### src/cnpj_pkg.sv
// ----------------------------------------------------------------------------
// cnpj_pkg
// Shared widths, constants and the queue item type of the CNPJ check-digit core.
// ----------------------------------------------------------------------------
package cnpj_pkg;

    localparam int BaseW        = 40;
    localparam int FullW        = 47;
    localparam int DigitW       = 4;
    localparam int NumDigits    = 12;
    localparam int BcdW         = NumDigits * DigitW;
    localparam int BitsPerStage = 5;
    localparam int DdStages     = BaseW / BitsPerStage;
    localparam int SumW         = 10;
    localparam int InDataW      = 40;
    localparam int OutDataW     = 56;

    localparam logic [BaseW-1:0] BaseLimit = 40'd999999999999;

    typedef logic [DigitW-1:0] weight_arr_t [NumDigits+1];
    localparam weight_arr_t Weights = '{4'd2, 4'd3, 4'd4, 4'd5, 4'd6, 4'd7, 4'd8,
                                        4'd9, 4'd2, 4'd3, 4'd4, 4'd5, 4'd6};

    // one classified item as it travels from the front to the back
    typedef struct packed {
        logic [BaseW-1:0] base;
        logic             invalid;
    } item_t;

endpackage

### src/cnpj_front.sv
// ----------------------------------------------------------------------------
// cnpj_front
// Input stage: takes items off the slave stream and flags out-of-range bases.
// ----------------------------------------------------------------------------
module cnpj_front (
    input  logic                          clk,
    input  logic                          rst_n,
    input  logic                          s_tvalid,
    output logic                          s_tready,
    input  logic [cnpj_pkg::InDataW-1:0]  s_tdata,   // [39:0] base_number
    output logic                          push,
    output cnpj_pkg::item_t               push_item,
    input  logic                          queue_ready
);

    logic            fv_reg;
    cnpj_pkg::item_t item_reg;

    assign push      = fv_reg && queue_ready;
    assign s_tready  = !fv_reg || queue_ready;
    assign push_item = item_reg;

    always_ff @(posedge clk or negedge rst_n)
    begin
        if (!rst_n)
        begin
            fv_reg <= 1'b0;
        end
        else if (s_tready)
        begin
            fv_reg <= s_tvalid;
        end
    end

    always_ff @(posedge clk)
    begin
        if (s_tready && s_tvalid)
        begin
            item_reg.base    <= s_tdata[cnpj_pkg::BaseW-1:0];
            item_reg.invalid <= (s_tdata[cnpj_pkg::BaseW-1:0] > cnpj_pkg::BaseLimit);
        end
    end

endmodule

### src/cnpj_fifo.sv
// ----------------------------------------------------------------------------
// cnpj_fifo
// Two-entry queue between the front and the back.
// ----------------------------------------------------------------------------
module cnpj_fifo (
    input  logic            clk,
    input  logic            rst_n,
    input  logic            push,
    input  cnpj_pkg::item_t push_item,
    output logic            ready,
    input  logic            pop,
    output logic            head_valid,
    output cnpj_pkg::item_t head_item
);

    cnpj_pkg::item_t mem_reg [2];
    logic            wr_ptr_reg;
    logic            rd_ptr_reg;
    logic [1:0]      count_reg;
    logic            do_pop;

    assign ready      = (count_reg != 2'd2);
    assign head_valid = (count_reg != 2'd0);
    assign head_item  = mem_reg[rd_ptr_reg];
    assign do_pop     = pop && head_valid;

    always_ff @(posedge clk or negedge rst_n)
    begin
        if (!rst_n)
        begin
            wr_ptr_reg <= 1'b0;
            rd_ptr_reg <= 1'b0;
            count_reg  <= 2'd0;
        end
        else
        begin
            if (push)
            begin
                wr_ptr_reg <= !wr_ptr_reg;
            end
            if (do_pop)
            begin
                rd_ptr_reg <= !rd_ptr_reg;
            end
            if (push && !do_pop)
            begin
                count_reg <= count_reg + 2'd1;
            end
            else if (do_pop && !push)
            begin
                count_reg <= count_reg - 2'd1;
            end
        end
    end

    always_ff @(posedge clk)
    begin
        if (push)
        begin
            mem_reg[wr_ptr_reg] <= push_item;
        end
    end

endmodule

### src/cnpj_back.sv
// ----------------------------------------------------------------------------
// cnpj_back
// Execution pipeline: binary to BCD, weighted sums, mod-11 digits, output reg.
// ----------------------------------------------------------------------------
module cnpj_back (
    input  logic                          clk,
    input  logic                          rst_n,
    input  logic                          head_valid,
    input  cnpj_pkg::item_t               head_item,
    output logic                          pop,
    output logic                          m_tvalid,
    input  logic                          m_tready,
    output logic [cnpj_pkg::OutDataW-1:0] m_tdata,   // [46:0] full_number,
                                                     // [50:47] first_check,
                                                     // [54:51] second_check, [55] zero
    output logic                          m_tuser    // [0] invalid
);

    typedef struct packed {
        logic [cnpj_pkg::BaseW-1:0] base;
        logic [cnpj_pkg::BcdW-1:0]  bcd;
        logic                       invalid;
    } dd_t;

    typedef struct packed {
        logic [cnpj_pkg::FullW-1:0] base100;
        logic [cnpj_pkg::SumW-1:0]  sum1;
        logic [cnpj_pkg::SumW-1:0]  sum2b;
        logic                       invalid;
    } sum_t;

    typedef struct packed {
        logic [cnpj_pkg::FullW-1:0]  base100;
        logic [cnpj_pkg::DigitW-1:0] d1;
        logic [cnpj_pkg::SumW-1:0]   sum2;
        logic                        invalid;
    } chk_t;

    // one double-dabble step: correct digits of five or more, shift in a bit
    function automatic logic [cnpj_pkg::BcdW-1:0] dd_step(
        input logic [cnpj_pkg::BcdW-1:0] bcd,
        input logic                      bit_in
    );
        logic [cnpj_pkg::BcdW-1:0] t;
        t = bcd;
        for (int j = 0; j < cnpj_pkg::NumDigits; j++)
        begin
            if (t[j*cnpj_pkg::DigitW +: cnpj_pkg::DigitW] >= 4'd5)
            begin
                t[j*cnpj_pkg::DigitW +: cnpj_pkg::DigitW] =
                    t[j*cnpj_pkg::DigitW +: cnpj_pkg::DigitW] + 4'd3;
            end
        end
        return {t[cnpj_pkg::BcdW-2:0], bit_in};
    endfunction

    // x mod 11 by reciprocal (745/8192), exact for x below 2730; then the digit rule
    function automatic logic [cnpj_pkg::DigitW-1:0] check_digit(
        input logic [cnpj_pkg::SumW-1:0] x
    );
        logic [19:0] prod;
        logic [6:0]  q;
        logic [9:0]  q11;
        logic [3:0]  rem;
        prod = 20'(x) * 20'd745;
        q    = prod[19:13];
        q11  = {q, 3'b000} + {2'b00, q, 1'b0} + {3'b000, q};
        rem  = 4'(x - q11);
        return (rem <= 4'd1) ? 4'd0 : (4'd11 - rem);
    endfunction

    logic en;
    logic dd_vld_reg [cnpj_pkg::DdStages];
    dd_t  dd_reg     [cnpj_pkg::DdStages];
    dd_t  dd_next    [cnpj_pkg::DdStages];
    logic sum_vld_reg;
    sum_t sum_reg;
    sum_t sum_next;
    logic chk_vld_reg;
    chk_t chk_reg;
    chk_t chk_next;
    logic                          out_vld_reg;
    logic [cnpj_pkg::OutDataW-1:0] out_data_reg;
    logic [cnpj_pkg::OutDataW-1:0] out_data_next;
    logic                          out_user_reg;

    // whole pipeline moves together whenever the output register can take an item
    assign en       = !out_vld_reg || m_tready;
    assign pop      = en;
    assign m_tvalid = out_vld_reg;
    assign m_tdata  = out_data_reg;
    assign m_tuser  = out_user_reg;

    always_comb
    begin
        dd_t                        src;
        logic [cnpj_pkg::BaseW-1:0] sh;
        for (int k = 0; k < cnpj_pkg::DdStages; k++)
        begin
            if (k == 0)
            begin
                src.base    = head_item.base;
                src.bcd     = '0;
                src.invalid = head_item.invalid;
            end
            else
            begin
                src = dd_reg[k-1];
            end
            sh = src.base << (cnpj_pkg::BitsPerStage * k);
            dd_next[k] = src;
            for (int b = 0; b < cnpj_pkg::BitsPerStage; b++)
            begin
                dd_next[k].bcd = dd_step(dd_next[k].bcd, sh[cnpj_pkg::BaseW-1]);
                sh = {sh[cnpj_pkg::BaseW-2:0], 1'b0};
            end
        end
    end

    always_comb
    begin
        dd_t                        last;
        logic [cnpj_pkg::DigitW-1:0] d;
        last = dd_reg[cnpj_pkg::DdStages-1];
        sum_next.sum1  = '0;
        sum_next.sum2b = '0;
        // base digit k sits at position k for the first sum, k+1 for the second
        for (int k = 0; k < cnpj_pkg::NumDigits; k++)
        begin
            d = last.bcd[k*cnpj_pkg::DigitW +: cnpj_pkg::DigitW];
            sum_next.sum1  = sum_next.sum1
                           + cnpj_pkg::SumW'(d) * cnpj_pkg::SumW'(cnpj_pkg::Weights[k]);
            sum_next.sum2b = sum_next.sum2b
                           + cnpj_pkg::SumW'(d) * cnpj_pkg::SumW'(cnpj_pkg::Weights[k+1]);
        end
        sum_next.base100 = {1'b0, last.base, 6'b0}
                         + {2'b0, last.base, 5'b0}
                         + {5'b0, last.base, 2'b0};
        sum_next.invalid = last.invalid;
    end

    always_comb
    begin
        chk_next.base100 = sum_reg.base100;
        chk_next.d1      = check_digit(sum_reg.sum1);
        chk_next.sum2    = sum_reg.sum2b + {5'b0, chk_next.d1, 1'b0};
        chk_next.invalid = sum_reg.invalid;
    end

    always_comb
    begin
        logic [cnpj_pkg::DigitW-1:0] d2;
        logic [cnpj_pkg::FullW-1:0]  full;
        d2   = check_digit(chk_reg.sum2);
        full = chk_reg.base100
             + cnpj_pkg::FullW'({chk_reg.d1, 3'b000})
             + cnpj_pkg::FullW'({chk_reg.d1, 1'b0})
             + cnpj_pkg::FullW'(d2);
        if (chk_reg.invalid)
        begin
            out_data_next = '0;
        end
        else
        begin
            out_data_next = {1'b0, d2, chk_reg.d1, full};
        end
    end

    always_ff @(posedge clk or negedge rst_n)
    begin
        if (!rst_n)
        begin
            for (int k = 0; k < cnpj_pkg::DdStages; k++)
            begin
                dd_vld_reg[k] <= 1'b0;
            end
            sum_vld_reg <= 1'b0;
            chk_vld_reg <= 1'b0;
            out_vld_reg <= 1'b0;
        end
        else if (en)
        begin
            dd_vld_reg[0] <= head_valid;
            for (int k = 1; k < cnpj_pkg::DdStages; k++)
            begin
                dd_vld_reg[k] <= dd_vld_reg[k-1];
            end
            sum_vld_reg <= dd_vld_reg[cnpj_pkg::DdStages-1];
            chk_vld_reg <= sum_vld_reg;
            out_vld_reg <= chk_vld_reg;
        end
    end

    always_ff @(posedge clk)
    begin
        if (en)
        begin
            for (int k = 0; k < cnpj_pkg::DdStages; k++)
            begin
                dd_reg[k] <= dd_next[k];
            end
            sum_reg      <= sum_next;
            chk_reg      <= chk_next;
            out_data_reg <= out_data_next;
            out_user_reg <= chk_reg.invalid;
        end
    end

endmodule

### src/cnpj_check_digits_core.sv
// ----------------------------------------------------------------------------
// cnpj_check_digits_core
// CNPJ mod-11 check-digit generator: base number in, full number and digits out.
// ----------------------------------------------------------------------------
// Path from input accept to m_tvalid: front register, queue write,
//   8 BCD stages at 5 bits each, sum and digit registers, output register.
// Throughput: one item per cycle unless m_tready stalls; set by BCD pipe and out reg.
// Reset: rst_n clears all valid flags and queue pointers; payload is not reset.
module cnpj_check_digits_core (
    input  logic                          clk,
    input  logic                          rst_n,
    input  logic                          s_tvalid,
    output logic                          s_tready,
    input  logic [cnpj_pkg::InDataW-1:0]  s_tdata,   // [39:0] base_number
    output logic                          m_tvalid,
    input  logic                          m_tready,
    output logic [cnpj_pkg::OutDataW-1:0] m_tdata,   // [46:0] full_number,
                                                     // [50:47] first_check,
                                                     // [54:51] second_check, [55] zero
    output logic                          m_tuser    // [0] invalid
);

    logic            push;
    cnpj_pkg::item_t push_item;
    logic            queue_ready;
    logic            pop;
    logic            head_valid;
    cnpj_pkg::item_t head_item;

    cnpj_front u_front (
        .clk         (clk),
        .rst_n       (rst_n),
        .s_tvalid    (s_tvalid),
        .s_tready    (s_tready),
        .s_tdata     (s_tdata),
        .push        (push),
        .push_item   (push_item),
        .queue_ready (queue_ready)
    );

    cnpj_fifo u_fifo (
        .clk        (clk),
        .rst_n      (rst_n),
        .push       (push),
        .push_item  (push_item),
        .ready      (queue_ready),
        .pop        (pop),
        .head_valid (head_valid),
        .head_item  (head_item)
    );

    cnpj_back u_back (
        .clk        (clk),
        .rst_n      (rst_n),
        .head_valid (head_valid),
        .head_item  (head_item),
        .pop        (pop),
        .m_tvalid   (m_tvalid),
        .m_tready   (m_tready),
        .m_tdata    (m_tdata),
        .m_tuser    (m_tuser)
    );

endmodule

### config.mk
export PLATFORM = sky130hd
export DESIGN_NAME = cnpj_check_digits_core
export DESIGN_NICKNAME = d
export VERILOG_FILES = /design/src/cnpj_pkg.sv /design/src/cnpj_front.sv /design/src/cnpj_fifo.sv /design/src/cnpj_back.sv /design/src/cnpj_check_digits_core.sv
export SDC_FILE = /design/constraint.sdc
export NUM_CORES = 2
export LEC_CHECK = 0
export ABC_AREA = 1
export BUFFER_PORTS_ARGS = -buffer_cell sky130_fd_sc_hd__buf_2
export CAP_MARGIN = 15
export CORE_ASPECT_RATIO = 0.9
export CORE_MARGIN = 1
export CORE_UTILIZATION = 38
export CTS_BUF_LIST = sky130_fd_sc_hd__clkbuf_16
export DETAILED_ROUTE_END_ITERATION = 10
export PLACE_DENSITY = 0.5
export SLEW_MARGIN = 20
export SYNTH_ARGS = -nofsm -noshare
export SYNTH_HDL_FRONTEND = slang
export SYNTH_SLANG_ARGS = --single-unit
### constraint.sdc
create_clock -name clk -period 31.4 [get_ports clk]
set_clock_uncertainty 0.1 [all_clocks]
set_input_delay 3.14 -clock clk [delete_from_list [all_inputs] [get_ports clk]]
set_output_delay 3.14 -clock clk [all_outputs]
set_load 0.1 [all_outputs]
== After elaboration in Yosys (flattened, before gate mapping) ==
Memory sizes are Yosys's and may differ from the RTL's.
Index checks and enable logic that the tools add are counted.
W data, S select, Z words.
Operators by class
  equality and inequality tests: 1
  multiplexer cells: 438
  magnitude comparators: 433
  reduce and logical (&&, ||, !) cells: 15
  $add $sub $neg: 468
  $mul: 17
Operator list (count)
  $ge A4 B3 Y1 const B: 426
  $mux W4: 393
  $add A4 B2 Y4 const B: 391
  $mux W3: 39
  $add A10 B7 Y10: 11
  $add A3 B2 Y3 const B: 35
  $add A10 B6 Y10: 5
  $add A46 B45 Y47: 1
  $add A47 B4 Y47: 1
  $add A47 B42 Y47: 1
  $add A47 B5 Y47: 1
  $add A47 B7 Y47: 1
  $mul A4 B2 Y6 const B: 7
  $mul A4 B3 Y7 const B: 6
  $gt A40 B40 Y1 const B: 1
  $mul A10 B10 Y17 const B: 2
  $add A10 B5 Y10: 3
  $add A10 B8 Y10: 2
  $add A4 B4 Y4: 4
  $mul A4 B4 Y8 const B: 2
  $add A1 B2 Y3 const AB: 3
  $ge A1 B3 Y1 const AB: 3
  $le A4 B1 Y1 const B: 2
  $sub A4 B4 Y4: 2
  other kinds (14): 30
Word-level totals
  memories: 2
  flip-flop bits (word level): 244
  output and inout bits: 59
  logic and storage cells: 1402
  RAM bits: 794
  input bits: 44
Memories
  u_back.dd_reg: depth 8, width 89, rd ports 8, clocked after memory_dff 0, wr ports 8, RTL line cnpj_back.sv:74  | dd_t dd_reg [cnpj_pkg::DdStages];
  u_fifo.mem_reg: depth 2, width 41, rd ports 1, clocked after memory_dff 0, wr ports 1, RTL line cnpj_fifo.sv:16  | cnpj_pkg::item_t mem_reg [2];

== Logic depth before layout (Yosys ltp) ==
An unclocked memory read counts as a cell.
  word-level depth: 13
  gate-level depth with buffers: 50
  depth with buffers taken out: 50

== Hierarchy ==
Synthesis repeated with hierarchy kept, for this count alone.
Unflattened totals
  cell total of the unflattened synthesis: 8358
  area, all modules: 70293.7 µm²
By module, submodules not included
  cnpj_back: area each 65504.1 µm², cells each 8009, times used 1, seq. area each 22226.3 µm²
  cnpj_fifo: area each 3266.9 µm², cells each 242, times used 1, seq. area each 2562.5 µm²
  cnpj_front: area each 1522.7 µm², cells each 107, times used 1, seq. area each 1256.2 µm²

== Worst setup path after synthesis ==
OpenSTA, ideal clock, no wires.
  kind: input port to flip-flop
  start point: in m_tready
  end point: reg u_back.dd_vld_reg[1] (netlist name)
  path buffers: 1
  arrival: 23804 ps
  library setup time: 925 ps
  stages: 4
  slack: 6570 ps
  data required time: 30375 ps
  cell sequence: inv_1 > nand2_1 > clkbuf_1 > a21oi_1
On the way
  longest elaborated chain between the ends: 1
RTL lines
  start, declared: RTL line cnpj_check_digits_core.sv:16  | input logic m_tready,
  $logic_or A1 B1 Y1: RTL line cnpj_back.sv:88  | assign en = !out_vld_reg || m_tready;
  via pop: RTL line cnpj_check_digits_core.sv:26  | logic pop;
  end signal, assigned by index: RTL line cnpj_back.sv:186  | dd_vld_reg[k] <= dd_vld_reg[k-1];
  end, declared: RTL line cnpj_back.sv:73  | logic dd_vld_reg [cnpj_pkg::DdStages];
The timed path passes the listed nets, and every way through them passes these cells.
A chain may end at the register's enable or synchronous reset.

== Worst setup path in the final report ==
  start point: reg u_back.chk_reg[4] (netlist name)
  end point: reg u_back.out_data_reg (netlist bit u_back.m_tdata[39]), data pin
On the way
  longest elaborated chain between the ends: 7
  elaborated cells on any way between the ends: 8
  those cells by class: 5 x add/sub; 1 x mul; 1 x order compare; 1 x mux
RTL lines
  start, declared: RTL line cnpj_back.sv:80  | chk_t chk_reg;
  start signal, assigned: RTL line cnpj_back.sv:203  | chk_reg <= chk_next;
  $mul A10 B10 Y17: RTL line cnpj_back.sv:65  | prod = 20'(x) * 20'd745;
  $add A4 B4 Y4 (2 in a row): RTL line cnpj_back.sv:67  | q11 = {q, 3'b000} + {2'b00, q, 1'b0} + {3'b000, q};
  $sub A4 B4 Y4 *: RTL line cnpj_back.sv:68  | rem = 4'(x - q11);
  $sub A4 B4 Y4 / $le A4 B1 Y1 (equally long branches): RTL line cnpj_back.sv:69  | return (rem <= 4'd1) ? 4'd0 : (4'd11 - rem);
  $mux W4 *: RTL line cnpj_back.sv:69
  $add A47 B4 Y47 *: RTL line cnpj_back.sv:158  | + cnpj_pkg::FullW'(d2);
  end signal, assigned: RTL line cnpj_back.sv:204  | out_data_reg <= out_data_next;
  end, declared: RTL line cnpj_back.sv:83  | logic [cnpj_pkg::OutDataW-1:0] out_data_reg;
Every way passes the cells marked *; elsewhere a longest branch is shown, timed or not.

==> impl_metrics.json <==
{
  "criticalPathCategory": "reg2reg",
  "synth_cells": 8358,
  "ys_warn_count": 0,
  "via_per_inst": 4.67,
  "whs_ns": 0.305,
  "max_freq_ghz": 0.103,
  "synth_edf_count": 854,
  "grt_max_degree": 180,
  "routabilityCongestion": 0.847,
  "critPathTopFamily": "adder cells",
  "final_common_cell": "nand2_1",
  "clk_pin_slew_ns": 0.06,
  "die_x_um": 454,
  "die_height_um": 409,
  "first_global_vias": 49900,
  "root_buffer": "clkbuf_16",
  "postSynthNetCount": 9407,
  "ios": 103,
  "cp_slowest_cell": "edfxtp_1",
  "fp.coreArea_mm2": 0.182,
  "finalHoldViolations": 0,
  "finalSetupViolCount": 0,
  "maxCapViolCount": 0,
  "syn_area_mm2": 0.0698,
  "cp-end-kind": "register",
  "cts_resized": 0,
  "layout_common_cells": "nand2_1 (2248), inv_1 (1561), edfxtp_1 (854)",
  "dpl.cell_count": 10900,
  "ys_seq_area_share_pct": 37.3,
  "largest_reg_flops": 550,
  "die-area_mm2": 0.185,
  "synthArstFlopShare_pct": 1.84,
  "cts_setup_buffers": 0,
  "slew_headroom_pct": 29.8,
  "ant_nets": 0,
  "grt_use_total_pct": 15.7,
  "grt_setup_unrepaired": "false",
  "htree_num_levels": 3,
  "instances_no_fill": 11000,
  "routed_wl_um": 144000,
  "io_buffer_count": 101,
  "vias": 51500,
  "crit_required_ns": 31.87,
  "cts_sinks": 870,
  "hp-class": "reg2reg",
  "wl_per_cell_um": 13.0,
  "grt_overflow": 0,
  "antenna_found_initial": 2,
  "drive_above_1_share_pct": 8.92,
  "syn2layout_area_growth_pct": 10.1,
  "drtIter0Drc": 2489,
  "cp_num_buf_inv": 7,
  "avgSynthCellArea_um2": 8.35,
  "clockBufferDepth": 3,
  "worst_pin_slew_ns": 1.05,
  "synth-main-ff-cell": "edfxtp_1",
  "start_kind": "register",
  "drv_slew": 0,
  "dr.pass1.iters": 5,
  "cp_common_cell": "nand2_1",
  "fin_nets": 9608,
  "hpwl_um": 115000,
  "ys_types": 59,
  "ys_ff_latch": 870,
  "critPathMaxStageDelay_ns": 0.55,
  "tns_ns": 0,
  "insertion_delay_ns": 0.73,
  "start_util_pct": 38.4,
  "design_area_mm2": 0.0769,
  "placementRows": 148,
  "finalCritPeriodShare_pct": 30.8,
  "cts_hold_buf": 0,
  "crit_arrival_ns": 10.14,
  "numCtsBuffers": 99,
  "grt_pass1_wl_um": 242000,
  "remaining_drc_errors": 0,
  "cts_tree": "built",
  "fin_crit_ns": 9.67,
  "crit_fanout": 8,
  "status": "finished, final reports clean",
  "post_dp_cell_area_mm2": 0.0734
}
## worst register-to-register path: cells and delay by family (launching register included)
| kind | cells | cell delay (ns) |
|---|---|---|
| xor gates and xnor gates | 2 | 0.35 |
| DFF | 1 | 0.55 |
| and+or+nand+nor | 16 | 2.26 |
| AOI/OAI and AO/OA | 4 | 0.70 |
| buffers and inverters | 7 | 0.49 |
| adders and majority gates | 13 | 5.01 |
## worst paths after layout
| kind | to | start | cells after the start | slack (ns) |
|---|---|---|---|---|
| setup / recovery | u_back.m_tdata[39]$_SDFFCE_PP0P_ | u_back.chk_reg[4]$_DFFE_PP_ | 42 | 21.73 |
| hold / removal | u_back.dd_reg[1][89]$_DFFE_PP_ | u_back.dd_reg[1][0]$_DFFE_PP_ | 0 | 0.31 |
| setup reg to reg | u_back.m_tdata[39]$_SDFFCE_PP0P_ | u_back.chk_reg[4]$_DFFE_PP_ | 42 | 21.73 |
| hold reg to reg | u_back.dd_reg[1][89]$_DFFE_PP_ | u_back.dd_reg[1][0]$_DFFE_PP_ | 0 | 0.31 |
| max in group asynchronous | u_back.dd_vld_reg[2]$_DFFE_PN0P_ | rst_n | 1 | 28.68 |
| min in group asynchronous | u_back.dd_vld_reg[7]$_DFFE_PN0P_ | rst_n | 1 | 2.23 |
## cell usage after synthesis, types with 8 or more instances
cell / count / area, um^2
nand2_1: 2249 / 8440
inv_1: 1546 / 5800
edfxtp_1: 854 / 25600
ha_1: 786 / 9830
nand3_1: 728 / 3640
nor2_1: 424 / 1590
o21ai_0: 238 / 1190
fa_1: 219 / 4380
a21oi_1: 173 / 866
o21ai_1: 135 / 676
nand2_2: 134 / 838
nand3_2: 97 / 971
nand4_1: 93 / 582
xor2_1: 88 / 771
o21ai_2: 79 / 692
or2_2: 76 / 475
nand3b_1: 73 / 548
inv_2: 50 / 188
xnor2_1: 50 / 438
nor3_1: 32 / 160
and2_1: 30 / 188
o211ai_1: 17 / 128
dfrtp_1: 16 / 400
nor2_2: 16 / 100
nor4_1: 15 / 93.8
clkbuf_1: 13 / 48.8
or2_0: 11 / 68.8
xor2_2: 9 / 146
a31oi_1: 8 / 50.1
o21a_1: 8 / 60.1
o22ai_1: 8 / 50.1
## metrics by stage
| stage | util [%] | setup WS (ns) |
|---|---|---|
| 3_5_place_dp | 40.4 | 21.62 |
| 4_1_cts | 42.3 | 21.55 |
| 6_report | 42.3 | 21.73 |
| 5_1_grt | 42.3 | 20.88 |
| 2_1_floorplan | - | 6.57 |
| 3_3_place_gp | 40.4 | 21.55 |
## cells by family after synthesis
family	synth area share, %
and+or+nand+nor	25.8
AOI/OAI and AO/OA	5.80
adders and majority gates	20.4
buffers and inverters	8.68
DFF	37.3
other	0.00537
xor gates and xnor gates	2.01
## final cells by class
| class | count | area (um^2) |
|---|---|---|
| Inverter | 1596 | 5990 |
| Fill cell | 17800 | 105000 |
| Clock buffer | 100 | 2500 |
| Antenna cell | 1 | 2.50 |
| Clock inverter | 83 | 937 |
| Timing Repair Buffer | 117 | 638 |
| Multi-Input combinational cell | 5875 | 37700 |
| Sequential cell | 870 | 26000 |
| Tap cell | 2400 | 3000 |
## per-layer routing
metal,part of all wire (%),vias up,track usage [%]
met5,0,-,0
met4,1.5,0,2.93
met3,2.5,130,2.09
met2,47,400,26.9
met1,49,23500,21.1
li1,-,27500,-
Power is left out: the tool's default activity adds up to more than one toggle a clock period on the data nets, which glitch-free logic cannot reach.
